### src/hw/rtl/dda_pkg.sv
// shared types, constants and codes for the dda line rasterizer
// no dependencies; imported by every rtl file of the block
package dda_pkg;

  // geometry and fixed-point format
  localparam int unsigned COORD_BITS = 10;
  localparam int unsigned FRAC_BITS  = 16;
  localparam int unsigned POS_W      = COORD_BITS + FRAC_BITS + 1;
  localparam int unsigned STEP_W     = FRAC_BITS + 2;
  localparam int unsigned QUOT_W     = FRAC_BITS + 1;
  localparam int unsigned DIV_CNT_W  = $clog2(FRAC_BITS + 1);

  // color and configuration widths
  localparam int unsigned COLOR_W   = 4;
  localparam int unsigned HOLD_W    = 5;
  localparam int unsigned CFG_IDX_W = 2;
  localparam int unsigned CFG_W     = 4;

  // register reset values
  localparam logic [CFG_W-1:0] COLOR_HOLD_RST   = 4'd10;
  localparam logic [CFG_W-1:0] PALETTE_SIZE_RST = 4'd15;
  localparam logic [CFG_W-1:0] FIRST_COLOR_RST  = 4'd1;
  localparam logic [COLOR_W-1:0] COLOR_INDEX_RST = 4'd1;

  // command codes
  localparam logic CMD_LOAD    = 1'b0;
  localparam logic CMD_ADVANCE = 1'b1;

  // configuration register indexes
  typedef enum logic [CFG_IDX_W-1:0] {
    CFG_COLOR_HOLD   = 2'd0,
    CFG_PALETTE_SIZE = 2'd1,
    CFG_FIRST_COLOR  = 2'd2
  } cfg_idx_e;

  // controller states
  typedef enum logic [2:0] {
    ST_IDLE,
    ST_LOAD,
    ST_DIV,
    ST_SIGN,
    ST_ADV
  } state_e;

  // input transaction
  typedef struct packed {
    logic                  command;
    logic [COORD_BITS-1:0] x_start;
    logic [COORD_BITS-1:0] y_start;
    logic [COORD_BITS-1:0] x_end;
    logic [COORD_BITS-1:0] y_end;
  } in_t;

  // output transaction
  typedef struct packed {
    logic [COORD_BITS-1:0] pixel_x;
    logic [COORD_BITS-1:0] pixel_y;
    logic [COLOR_W-1:0]    color;
    logic                  last;
  } out_t;

  // controller to datapath commands
  typedef struct packed {
    logic capture;
    logic add_pos;
    logic emit_load;
    logic div_step;
    logic apply_sign;
    logic emit_adv;
  } ctrl_cmd_t;

  // datapath to controller status
  typedef struct packed {
    logic drawing;
    logic steps_zero;
    logic div_last;
    logic out_free;
    logic final_pixel;
  } dp_status_t;

endpackage

### src/hw/rtl/dda_div.sv
// one lane of the radix-2 restoring divider: floor(dividend * 2^FRAC_BITS / divisor)
// depends on dda_pkg; requires dividend <= divisor and divisor > 0
module dda_div (
  input  logic                           clk_i,
  input  logic                           start_i,
  input  logic                           step_i,
  input  logic                           first_i,
  input  logic [dda_pkg::COORD_BITS-1:0] dividend_i,
  input  logic [dda_pkg::COORD_BITS-1:0] divisor_i,
  output logic [dda_pkg::QUOT_W-1:0]     quot_o
);
  import dda_pkg::*;

  logic [COORD_BITS:0]   rem_q, rem_d;
  logic [QUOT_W-1:0]     quot_q, quot_d;
  logic [COORD_BITS:0]   trial;
  logic                  ge;

  // partial remainder: integer bit first, then one fraction bit per step
  always_comb begin
    trial = first_i ? rem_q : {rem_q[COORD_BITS-1:0], 1'b0};
    ge    = trial >= {1'b0, divisor_i};
    rem_d  = rem_q;
    quot_d = quot_q;
    if (start_i) begin
      rem_d  = {1'b0, dividend_i};
      quot_d = '0;
    end else if (step_i) begin
      rem_d  = ge ? (trial - {1'b0, divisor_i}) : trial;
      quot_d = {quot_q[QUOT_W-2:0], ge};
    end
  end

  always_ff @(posedge clk_i) begin
    rem_q  <= rem_d;
    quot_q <= quot_d;
  end

  assign quot_o = quot_q;

endmodule

### src/hw/rtl/dda_dp.sv
// datapath of the dda line rasterizer: config registers, line state, dividers, output register
// depends on dda_pkg and dda_div; driven by dda_ctrl commands
module dda_dp (
  input  logic                          clk_i,
  input  logic                          rst_ni,
  input  dda_pkg::in_t                  in_data_i,
  input  dda_pkg::ctrl_cmd_t            cmd_i,
  output dda_pkg::dp_status_t           status_o,
  output logic                          out_valid_o,
  input  logic                          out_stall_i,
  output dda_pkg::out_t                 out_data_o,
  input  logic                          cfg_valid_i,
  output logic                          cfg_ready_o,
  input  logic [dda_pkg::CFG_IDX_W-1:0] cfg_index_i,
  input  logic [dda_pkg::CFG_W-1:0]     cfg_data_i
);
  import dda_pkg::*;

  // remainder of a small value by the palette size, four-bit divisor
  function automatic logic [COLOR_W-1:0] mod_ps(logic [4:0] v, logic [CFG_W-1:0] ps);
    logic [8:0] r;
    logic [8:0] d;
    r = {4'b0, v};
    for (int i = 4; i >= 0; i--) begin
      d = 9'({5'b0, ps} << i);
      if (r >= d) r = r - d;
    end
    return r[COLOR_W-1:0];
  endfunction

  // configuration registers
  logic [CFG_W-1:0] color_hold_q, palette_size_q, first_color_q;

  assign cfg_ready_o = 1'b1;

  always_ff @(posedge clk_i or negedge rst_ni) begin
    if (!rst_ni) begin
      color_hold_q   <= COLOR_HOLD_RST;
      palette_size_q <= PALETTE_SIZE_RST;
      first_color_q  <= FIRST_COLOR_RST;
    end else if (cfg_valid_i) begin
      case (cfg_idx_e'(cfg_index_i))
        CFG_COLOR_HOLD:   color_hold_q   <= cfg_data_i;
        CFG_PALETTE_SIZE: palette_size_q <= cfg_data_i;
        CFG_FIRST_COLOR:  first_color_q  <= cfg_data_i;
        default: ;
      endcase
    end
  end

  // captured input transaction
  in_t in_q;

  always_ff @(posedge clk_i) begin
    if (cmd_i.capture) in_q <= in_data_i;
  end

  // deltas, magnitudes and step count of the captured line
  logic [COORD_BITS:0]   dx, dy, ax_full, ay_full;
  logic [COORD_BITS-1:0] ax, ay, steps;

  always_comb begin
    dx      = {1'b0, in_q.x_end} - {1'b0, in_q.x_start};
    dy      = {1'b0, in_q.y_end} - {1'b0, in_q.y_start};
    ax_full = dx[COORD_BITS] ? -dx : dx;
    ay_full = dy[COORD_BITS] ? -dy : dy;
    ax      = ax_full[COORD_BITS-1:0];
    ay      = ay_full[COORD_BITS-1:0];
    steps   = (ax > ay) ? ax : ay;
  end

  // line state
  logic signed [POS_W-1:0]  pos_x_q, pos_y_q;
  logic signed [STEP_W-1:0] step_x_q, step_y_q;
  logic [COORD_BITS-1:0]    steps_q, steps_left_q;
  logic                     neg_x_q, neg_y_q, drawing_q;
  logic [COLOR_W-1:0]       color_index_q;
  logic [HOLD_W-1:0]        hold_q;
  logic [DIV_CNT_W-1:0]     div_cnt_q;
  logic [QUOT_W-1:0]        quot_x, quot_y;

  // division lanes for the x and y increments
  dda_div u_div_x (
    .clk_i      (clk_i),
    .start_i    (cmd_i.emit_load),
    .step_i     (cmd_i.div_step),
    .first_i    (div_cnt_q == '0),
    .dividend_i (ax),
    .divisor_i  (steps_q),
    .quot_o     (quot_x)
  );

  dda_div u_div_y (
    .clk_i      (clk_i),
    .start_i    (cmd_i.emit_load),
    .step_i     (cmd_i.div_step),
    .first_i    (div_cnt_q == '0),
    .dividend_i (ay),
    .divisor_i  (steps_q),
    .quot_o     (quot_y)
  );

  // rounded pixel position, negative positions clamp to zero
  logic [COORD_BITS+FRAC_BITS-1:0] half, sum_x, sum_y;
  logic [COORD_BITS-1:0]           rnd_x, rnd_y;

  always_comb begin
    half  = (COORD_BITS+FRAC_BITS)'(1) << (FRAC_BITS - 1);
    sum_x = pos_x_q[COORD_BITS+FRAC_BITS-1:0] + half;
    sum_y = pos_y_q[COORD_BITS+FRAC_BITS-1:0] + half;
    rnd_x = pos_x_q[POS_W-1] ? '0 : sum_x[COORD_BITS+FRAC_BITS-1:FRAC_BITS];
    rnd_y = pos_y_q[POS_W-1] ? '0 : sum_y[COORD_BITS+FRAC_BITS-1:FRAC_BITS];
  end

  // palette color and next color index
  logic [COLOR_W-1:0] pal_color, ci_next;
  logic               hold_hit;

  always_comb begin
    pal_color = (palette_size_q == '0) ? color_index_q
                                       : mod_ps({1'b0, color_index_q}, palette_size_q);
    ci_next   = (palette_size_q == '0) ? color_index_q + 1'b1
                                       : mod_ps({1'b0, color_index_q} + 5'd1, palette_size_q);
    hold_hit  = hold_q > {1'b0, color_hold_q};
  end

  // signed increments from quotient magnitudes
  logic signed [STEP_W-1:0] inc_x, inc_y;

  always_comb begin
    inc_x = neg_x_q ? -$signed({1'b0, quot_x}) : $signed({1'b0, quot_x});
    inc_y = neg_y_q ? -$signed({1'b0, quot_y}) : $signed({1'b0, quot_y});
  end

  // line state registers
  always_ff @(posedge clk_i or negedge rst_ni) begin
    if (!rst_ni) begin
      pos_x_q       <= '0;
      pos_y_q       <= '0;
      step_x_q      <= '0;
      step_y_q      <= '0;
      steps_q       <= '0;
      steps_left_q  <= '0;
      neg_x_q       <= 1'b0;
      neg_y_q       <= 1'b0;
      drawing_q     <= 1'b0;
      color_index_q <= COLOR_INDEX_RST;
      hold_q        <= '0;
      div_cnt_q     <= '0;
    end else begin
      if (cmd_i.emit_load) begin
        pos_x_q       <= $signed({1'b0, in_q.x_start, FRAC_BITS'(0)});
        pos_y_q       <= $signed({1'b0, in_q.y_start, FRAC_BITS'(0)});
        step_x_q      <= '0;
        step_y_q      <= '0;
        steps_q       <= steps;
        steps_left_q  <= steps;
        neg_x_q       <= dx[COORD_BITS];
        neg_y_q       <= dy[COORD_BITS];
        drawing_q     <= steps != '0;
        color_index_q <= COLOR_INDEX_RST;
        hold_q        <= '0;
        div_cnt_q     <= '0;
      end
      if (cmd_i.div_step) div_cnt_q <= div_cnt_q + 1'b1;
      if (cmd_i.apply_sign) begin
        step_x_q <= inc_x;
        step_y_q <= inc_y;
      end
      if (cmd_i.add_pos) begin
        pos_x_q <= pos_x_q + {{(POS_W-STEP_W){step_x_q[STEP_W-1]}}, step_x_q};
        pos_y_q <= pos_y_q + {{(POS_W-STEP_W){step_y_q[STEP_W-1]}}, step_y_q};
      end
      if (cmd_i.emit_adv) begin
        steps_left_q <= steps_left_q - 1'b1;
        if (steps_left_q == COORD_BITS'(1)) drawing_q <= 1'b0;
        if (hold_hit) begin
          color_index_q <= ci_next;
          hold_q        <= HOLD_W'(1);
        end else begin
          hold_q <= hold_q + 1'b1;
        end
      end
    end
  end

  // output register
  logic out_valid_q;
  out_t out_q;

  always_ff @(posedge clk_i or negedge rst_ni) begin
    if (!rst_ni) begin
      out_valid_q <= 1'b0;
    end else if (cmd_i.emit_load || cmd_i.emit_adv) begin
      out_valid_q <= 1'b1;
    end else if (!out_stall_i) begin
      out_valid_q <= 1'b0;
    end
  end

  always_ff @(posedge clk_i) begin
    if (cmd_i.emit_load) begin
      out_q.pixel_x <= in_q.x_start;
      out_q.pixel_y <= in_q.y_start;
      out_q.color   <= first_color_q;
      out_q.last    <= steps == '0;
    end else if (cmd_i.emit_adv) begin
      out_q.pixel_x <= rnd_x;
      out_q.pixel_y <= rnd_y;
      out_q.color   <= pal_color;
      out_q.last    <= steps_left_q == COORD_BITS'(1);
    end
  end

  assign out_valid_o = out_valid_q;
  assign out_data_o  = out_q;

  // status toward the controller
  always_comb begin
    status_o.drawing     = drawing_q;
    status_o.steps_zero  = steps == '0;
    status_o.div_last    = div_cnt_q == DIV_CNT_W'(FRAC_BITS);
    status_o.out_free    = !out_valid_q || !out_stall_i;
    status_o.final_pixel = steps_left_q == COORD_BITS'(1);
  end

endmodule

### src/hw/rtl/dda_ctrl.sv
// controller state machine of the dda line rasterizer
// depends on dda_pkg; issues commands to dda_dp and reads its status
module dda_ctrl (
  input  logic                clk_i,
  input  logic                rst_ni,
  input  logic                in_valid_i,
  input  logic                command_i,
  output logic                in_stall_o,
  input  dda_pkg::dp_status_t status_i,
  output dda_pkg::ctrl_cmd_t  cmd_o,
  output dda_pkg::state_e     state_o
);
  import dda_pkg::*;

  state_e state_q, state_d;
  logic   accept;

  assign accept = in_valid_i && (state_q == ST_IDLE);

  // next state
  always_comb begin
    state_d = state_q;
    case (state_q)
      ST_IDLE: begin
        if (accept) begin
          if (command_i == CMD_LOAD) state_d = ST_LOAD;
          else if (status_i.drawing) state_d = ST_ADV;
        end
      end
      ST_LOAD: begin
        if (status_i.out_free) state_d = status_i.steps_zero ? ST_IDLE : ST_DIV;
      end
      ST_DIV: begin
        if (status_i.div_last) state_d = ST_SIGN;
      end
      ST_SIGN: state_d = ST_IDLE;
      ST_ADV: begin
        if (status_i.out_free) state_d = ST_IDLE;
      end
      default: state_d = ST_IDLE;
    endcase
  end

  // command outputs
  always_comb begin
    cmd_o      = '0;
    in_stall_o = state_q != ST_IDLE;
    case (state_q)
      ST_IDLE: begin
        cmd_o.capture = accept;
        cmd_o.add_pos = accept && (command_i == CMD_ADVANCE) && status_i.drawing;
      end
      ST_LOAD:  cmd_o.emit_load  = status_i.out_free;
      ST_DIV:   cmd_o.div_step   = 1'b1;
      ST_SIGN:  cmd_o.apply_sign = 1'b1;
      ST_ADV:   cmd_o.emit_adv   = status_i.out_free;
      default: ;
    endcase
  end

  always_ff @(posedge clk_i or negedge rst_ni) begin
    if (!rst_ni) state_q <= ST_IDLE;
    else         state_q <= state_d;
  end

  assign state_o = state_q;

endmodule

### src/hw/rtl/dda_line_rasterizer.sv
// top level of the dda line rasterizer: controller plus datapath
// depends on dda_pkg, dda_ctrl, dda_dp and dda_div
//
// Usage: the input channel (in_valid_i / in_stall_o / in_data_i) takes one
// command per transaction. A load (command 0) carries both endpoints and
// yields the first pixel; an advance (command 1) yields the next pixel of
// the current line, or nothing when no line is in progress. Pixels leave on
// the output channel (out_valid_o / out_stall_i / out_data_o); last marks
// the endpoint. Three 4-bit registers (color hold, palette size, first
// color) are written through cfg_valid_i / cfg_ready_o, index and data.
// Sequence: a load is accepted, then finds the deltas and emits the first
// pixel once the output register is free, then runs the bit-serial
// increment divider and finally applies the signs. A zero-length load
// goes back to idle after its first pixel, without divider or signs. An
// advance adds the position in its acceptance cycle, then rounds it into
// the output register once that is free. The first pixel of a load is
// written in the load state, an advance pixel in the advance state.
// Reset clears the line state, sets the registers to 10, 15 and 1, and
// leaves the block idle. While the receiver stalls, the pending pixel holds
// and a command that needs to emit waits; in_stall_o stays high meanwhile.
module dda_line_rasterizer (
  input  logic                          clk_i,
  input  logic                          rst_ni,
  input  logic                          in_valid_i,
  output logic                          in_stall_o,
  input  dda_pkg::in_t                  in_data_i,
  output logic                          out_valid_o,
  input  logic                          out_stall_i,
  output dda_pkg::out_t                 out_data_o,
  input  logic                          cfg_valid_i,
  output logic                          cfg_ready_o,
  input  logic [dda_pkg::CFG_IDX_W-1:0] cfg_index_i,
  input  logic [dda_pkg::CFG_W-1:0]     cfg_data_i
);
  import dda_pkg::*;

  ctrl_cmd_t  cmd;
  dp_status_t status;
  state_e     state;

  // sequencing
  dda_ctrl u_ctrl (
    .clk_i      (clk_i),
    .rst_ni     (rst_ni),
    .in_valid_i (in_valid_i),
    .command_i  (in_data_i.command),
    .in_stall_o (in_stall_o),
    .status_i   (status),
    .cmd_o      (cmd),
    .state_o    (state)
  );

  // arithmetic and storage
  dda_dp u_dp (
    .clk_i       (clk_i),
    .rst_ni      (rst_ni),
    .in_data_i   (in_data_i),
    .cmd_i       (cmd),
    .status_o    (status),
    .out_valid_o (out_valid_o),
    .out_stall_i (out_stall_i),
    .out_data_o  (out_data_o),
    .cfg_valid_i (cfg_valid_i),
    .cfg_ready_o (cfg_ready_o),
    .cfg_index_i (cfg_index_i),
    .cfg_data_i  (cfg_data_i)
  );

`ifndef SYNTHESIS
  // an accepted load keeps the input side busy in the following cycle
  assert property (@(posedge clk_i) disable iff (!rst_ni)
    in_valid_i && !in_stall_o && (in_data_i.command == CMD_LOAD) |=> in_stall_o)
    else $error("load transaction did not occupy the block");

  // emitting the endpoint pixel ends the line
  assert property (@(posedge clk_i) disable iff (!rst_ni)
    cmd.emit_adv && status.final_pixel |=> !status.drawing)
    else $error("line still drawing after its last pixel");

  // the divider stops after its final quotient bit
  assert property (@(posedge clk_i) disable iff (!rst_ni)
    cmd.div_step && status.div_last |=> !cmd.div_step && (state == ST_SIGN))
    else $error("divider ran past its final step");

  // a pixel is only written into a free output register
  assert property (@(posedge clk_i) disable iff (!rst_ni)
    (cmd.emit_load || cmd.emit_adv) |-> status.out_free)
    else $error("pixel emitted over a stalled output");
`endif

endmodule

### config.mk
export PLATFORM = sky130hd
export DESIGN_NAME = dda_line_rasterizer
export DESIGN_NICKNAME = d
export VERILOG_FILES = /design/src/hw/rtl/dda_pkg.sv /design/src/hw/rtl/dda_div.sv /design/src/hw/rtl/dda_dp.sv /design/src/hw/rtl/dda_ctrl.sv /design/src/hw/rtl/dda_line_rasterizer.sv
export SDC_FILE = /design/constraint.sdc
export NUM_CORES = 1
export LEC_CHECK = 0
export CAP_MARGIN = 20
export CORE_MARGIN = 2
export CORE_UTILIZATION = 45
export DETAILED_ROUTE_END_ITERATION = 10
export DONT_BUFFER_PORTS = 1
export PLACE_DENSITY = 0.62
export SYNTH_ARGS = -nofsm -noshare
export SYNTH_HDL_FRONTEND = slang
export SYNTH_HIERARCHICAL = 1
export SYNTH_SLANG_ARGS = --single-unit
### constraint.sdc
create_clock -name clk_i -period 8.9 [get_ports clk_i]
set_input_delay 0.89 -clock clk_i [delete_from_list [all_inputs] [get_ports clk_i]]
set_output_delay 0.89 -clock clk_i [all_outputs]
set_load 0.02 [all_outputs]
# Word-level counts from Yosys, hierarchy flattened
# Index checks and enable logic that the tools add are counted.
# totals
regBits	264
out_inout_bits	28
# op_classes
add_sub_neg	27
order_cmp	14
n_eq_ne	14
n_mux	63
reduce_logical	22
# ops
op	n
2-to-1 mux 10 bit	11
2-to-1 mux 27 bit	4
2-to-1 mux 18 bit	5
2-to-1 mux 9 bit	8
adder 27 bit	2
adder 26 x 16 -> 26 bit (second input constant)	2
2-to-1 mux 25 bit	2
2-to-1 mux 11 bit	4
negator 17 -> 18 bit	2
2-to-1 mux 4 bit	7
greater-or-equal comparator 11 x 10 -> 1 bit	2
subtractor 10 x 10 -> 11 bit	2
subtractor 11 x 10 -> 11 bit	2
2-to-1 mux 5 bit	4
negator 10 bit	2
greater-or-equal comparator 9 x 4 -> 1 bit	2
greater-or-equal comparator 9 x 5 -> 1 bit	2
greater-or-equal comparator 9 x 6 -> 1 bit	2
greater-or-equal comparator 9 x 7 -> 1 bit	2
2-to-1 mux 3 bit	6
subtractor 9 x 5 -> 9 bit	2
subtractor 9 x 6 -> 9 bit	2
subtractor 9 x 7 -> 9 bit	2
case mux 3 bit (4 select lines)	1
other kinds (36)	60

# Longest topological paths before layout
# depth
word_depth	14
depth_mapped	39
depth_no_buf	39

# Hierarchy
# Netlist, hierarchy kept.
# by_module_without_submodules
module	instances	cells_each	area_each_um2
dda_dp	1	1575	14916.8
dda_div	2	195	1838.0
dda_ctrl	1	24	239.0

# Worst setup path after synthesis
# Ideal clock, no wire load.
# synth_timing
path_type	register to register
start	register u_dp.color_index_q[0]
end	register u_dp.color_index_q[2]
setup_ns	0.131
arrival_time_ns	7.735
required_time_ns	8.769
slack_ns	1.034
path_stages_with_launch	39
cell_sequence	dfstp_2 ha_1 nand3_1 ha_1 inv_1 ha_1 and3_1 ha_1 nor2b_1 o21ai_0 nand2_1 nor3_2 mux2_2 ha_1 a21o_1 a31o_2 a211oi_1 nand3_2 (+3 left out) nand3_1 nand2_1 a21o_1 a21oi_1 nand2_1 a21oi_2 nand4_4 mux2i_1 ha_1 a21boi_0 o21ai_0 nand2b_1 a21oi_1 inv_1 o32ai_4 mux2_1 a22oi_1 o21ai_1
# synth_between
elab_chain_cells	14
elab_cells_between_ends	20
classes_between	add/sub (7); order compare (5); mux (8)
# synth_lines
element	line_no	text
start, declared	dda_dp.sv:77	logic [COLOR_W-1:0] color_index_q;
start signal, assigned	dda_dp.sv:178	color_index_q <= ci_next;
adder 4 x 1 -> 5 bit	dda_dp.sv:123	: mod_ps({1'b0, color_index_q} + 5'd1, palette_size_q);
subtractor 5 x 8 -> 9 bit or greater-or-equal comparator 5 x 8 -> 1 bit (tied branches)	dda_dp.sv:26	if (r >= d) r = r - d;
2-to-1 mux 9 bit	dda_dp.sv:26	
subtractor 9 x 7 -> 9 bit or greater-or-equal comparator 9 x 7 -> 1 bit (tied branches)	dda_dp.sv:26	
2-to-1 mux 9 bit	dda_dp.sv:26	
subtractor 9 x 6 -> 9 bit or greater-or-equal comparator 9 x 6 -> 1 bit (tied branches)	dda_dp.sv:26	
2-to-1 mux 9 bit	dda_dp.sv:26	
subtractor 9 x 5 -> 9 bit or greater-or-equal comparator 9 x 5 -> 1 bit (tied branches)	dda_dp.sv:26	
2-to-1 mux 9 bit	dda_dp.sv:26	
greater-or-equal comparator 9 x 4 -> 1 bit or subtractor 4 bit (tied branches)	dda_dp.sv:26	
2-to-1 mux 4 bit	dda_dp.sv:26	
2-to-1 mux 4 bit (*)	dda_dp.sv:122	ci_next = (palette_size_q == '0) ? color_index_q + 1'b1
2-to-1 mux 4 bit (*)	dda_dp.sv:177	if (hold_hit) begin
2-to-1 mux 4 bit (*)	dda_dp.sv:174	if (cmd_i.emit_adv) begin
# Every way passes the cells marked *; elsewhere a longest branch is shown, timed or not.
# A chain may end at the register's enable or synchronous reset.

# Worst setup path after layout
# Ends and elaborated chain as after synthesis.

==> flow_summary.toml <==
[drt]
vias = 14740
ant_nets = 0
first_pass_iters = 5
drt-total-wl_um = 46100
drt_iter0_drc = 971
viasPerCell = 5.813
drc = 0
wl_per_cell_um = 18.18

[outcome]
outcome = "complete, no violations"

[clock_network]
cts.path.max_buffers = 3
clock_sinks = 264
clk_pin_slew_worst_paths_ns = 0.06
hold_buffers = 0
clk_latency_ns = 0.54
cts_buffers = 35
cts_root_buf = "clkbuf_16"
cts_tree = "yes"
htree_num_levels = 2

[synth]
yosysTopAreaCellShare_pct = 17.94
synth_adder_area_share_pct = 11.65
synth_compound_area_share_pct = 19.40
synth-seq-area-share_pct = 36.44
avgSynthCellArea_um2 = 9.468
synth_top_cells_by_area = "dfrtp_1 (18%), edfxtp_1 (14%), ha_1 (10%)"
async_flop_share_pct = 54.17
yosysUniqueCellTypes = 102
synthMuxAreaShare_pct = 6.099
syn-cell-area_mm2 = 0.01883
yosys.cell_count.top_type = "nand2_1"
synth_largest_area_cell = "dfrtp_1"
synth_nets = 2208
ys_ff_latch = 264
synth-simple-area-share_pct = 14.76
yosysWarningCount = 6
netlist_instances = 1989
synth-xor-area-share_pct = 7.335
synth_top_family_by_area = "compound AO/OA/AOI/OAI gates"
synth_edf_count = 85
synth_ff_type = "dfrtp_1"
synth_commonest_cells = "nand2_1 (156), nor2_1 (155), ha_1 (153)"

[timing]
rsz0062_at_grt = "false"
fin_skew_ns = 0.01161
tns_ns = 0
fin_crit_sh_pct = 94.53
finalHoldViolCount = 0
post-route-min-period_ns = 8.413
timing.fmax_ghz = 0.1189
worstMarginPinSlew_ns = 0.9975
drv_slew = 0
maxSlewHeadroom_pct = 33.19
finalSetupViolCount = 0

[worst_setup_path]
crit_type = "reg2reg"
arrival_ns = 8.82
crit_required_ns = 9.31
crit_path_end_kind = "flop"
rrSetupSlack_ns = 0.49
critical_path.slowest_cell = "dfstp_4"
crit_fanout = 16
start_kind = "flop"
critPathMaxStageDelay_ns = 0.72
cpMostUsedCell = "ha_1"

[layout]
diodes = 0
stdcell_area_mm2 = 0.02060
layout.nets = 2196
drive_gt1_share_pct = 9.186
syn_to_final_growth_pct = 9.388

[die]
num_io_pins = 80
die_area_mm2 = 0.04350
die_width_um = 208.6
start_util_pct = 45.81
core_mm2 = 0.04111
die_h_um = 208.6
rows = 74

[global_route]
grt_pass1_vias = 14260
track_usage_pct = 21.03
grt_start_max_net_pins = 144
grt_pass1_wl_um = 74430
grt_overflow = 0
grt_antenna_before_repair = 0

[place]
placed_cell_area_mm2 = 0.01936
place_congestion = 0.8597
place.port_buffers = 0
hpwl_um = 33320

[run]
maxCapViolCount = 0

[hold_path]
hp-class = "in2async"
[placed cells by master, fill, tap and decap left out, types with 15 or more instances in the layout]
cell type,synthesis,final
a21oi_1,106,105
and3_1,15,15
a211oi_1,19,19
mux2i_1,59,58
edfxtp_1,85,85
ha_1,153,151
inv_1,131,131
xnor2_1,114,114
nand3_1,60,60
nor3_1,21,20
o21a_1,24,24
a22o_1,47,47
nand2_1,156,156
xor2_1,40,40
mux2_2,43,43
buf_4,6,19
nor2_1,155,150
dfxtp_1,36,36
clkbuf_16,0,38
nand2b_1,31,31
dfrtp_1,135,135
o21ai_0,115,115
nor2b_1,24,24
o31ai_1,23,23
o211ai_1,19,19
a21o_1,39,39
or3_1,20,20
[worst paths after layout]
kind                                         from                endpoint  cells after the start
setup / recovery            u_dp/color_index_q[0]   u_dp/color_index_q[2]                     38
hold / removal                             rst_ni        u_dp/step_x_q[1]                      0
setup reg to reg            u_dp/color_index_q[0]   u_dp/color_index_q[2]                     38
hold reg to reg            u_dp/u_div_y/rem_q[10]  u_dp/u_div_y/rem_q[10]                      2
max in group asynchronous                  rst_ni  u_dp/palette_size_q[1]                      0
min in group clk_i                  in_data_i[29]           u_dp/in_q[29]                      0
[registers in the layout, indices dropped and copies added (netlist names), 10 cells and up]
| name | count |
|---|---|
| u_dp/in_q | 40 |
| u_dp/steps_q | 10 |
| u_dp/u_div_x/rem_q | 11 |
| u_dp/pos_y_q | 27 |
| u_dp/u_div_y/rem_q | 11 |
| u_dp/out_data_o | 25 |
| u_dp/u_div_y/quot_o | 17 |
| u_dp/step_x_q | 18 |
| u_dp/step_y_q | 18 |
| u_dp/steps_left_q | 10 |
| u_dp/pos_x_q | 27 |
| u_dp/u_div_x/quot_o | 17 |
[layer usage]
| layer | track usage, % | vias to the layer above | wire length, µm |
|---|---|---|---|
| met2 | 33.80 | 313 | 20950 |
| met5 | 0 | - | 0 |
| li1 | - | 7228 | - |
| met1 | 28.75 | 7130 | 21640 |
| met3 | 3.953 | 64 | 2247 |
| met4 | 6.650 | 0 | 1263 |
[through the flow]
step                      setup WS (ns)  hold slack (ns)  util (%)  std cells
after floorplan                   1.034           0.4506         -       1989
after global placement           0.4866           0.4716     47.10       2470
after detailed placement         0.1991           0.4787     47.10       2470
after CTS                        0.1441          0.03019     49.94       2533
after global routing           0.002251          0.02671     50.11       2535
final                            0.4873          0.06224     50.11       2535
[cell families (layout without fill, tap and decap cells)]
logic type / Yosys count / count (layout)
flip-flops: 264 / 264
multiplexers: 108 / 108
buffers and inverters: 199 / 213
other: 1 / 1
adder cells (fa/ha/maj): 167 / 167
XOR/XNOR: 156 / 156
AO/OA/AOI/OAI: 531 / 531
AND/OR/NAND/NOR: 563 / 563
[worst max-delay path: cells and delay by family, from the launching register on]
family                     cells  cell delay [ns]
AOI/OAI and AO/OA             13             2.37
adders and majority gates      6             1.79
buffers and inverters          3             0.22
DFF                            1             0.72
muxes                          4             1.38
and+or+nand+nor               12             1.75
[layout make-up]
cell class,count,area [µm²]
clock buffer,45,997.2
timing repair buffer,19,142.6
clock inverter,18,168.9
inverter,131,491.7
tap,532,665.6
multi-input combinational,1526,11270
sequential,264,6865
fill,3819,20510
[what timing repair did]
item                       in CTS  in global routing
resized for setup               0                 11
setup endpoints to repair       0                  8
setup buffers                   0                  2
Power is left out: the tool's default activity adds up to more than one toggle a clock period on the data nets, which glitch-free logic cannot reach.
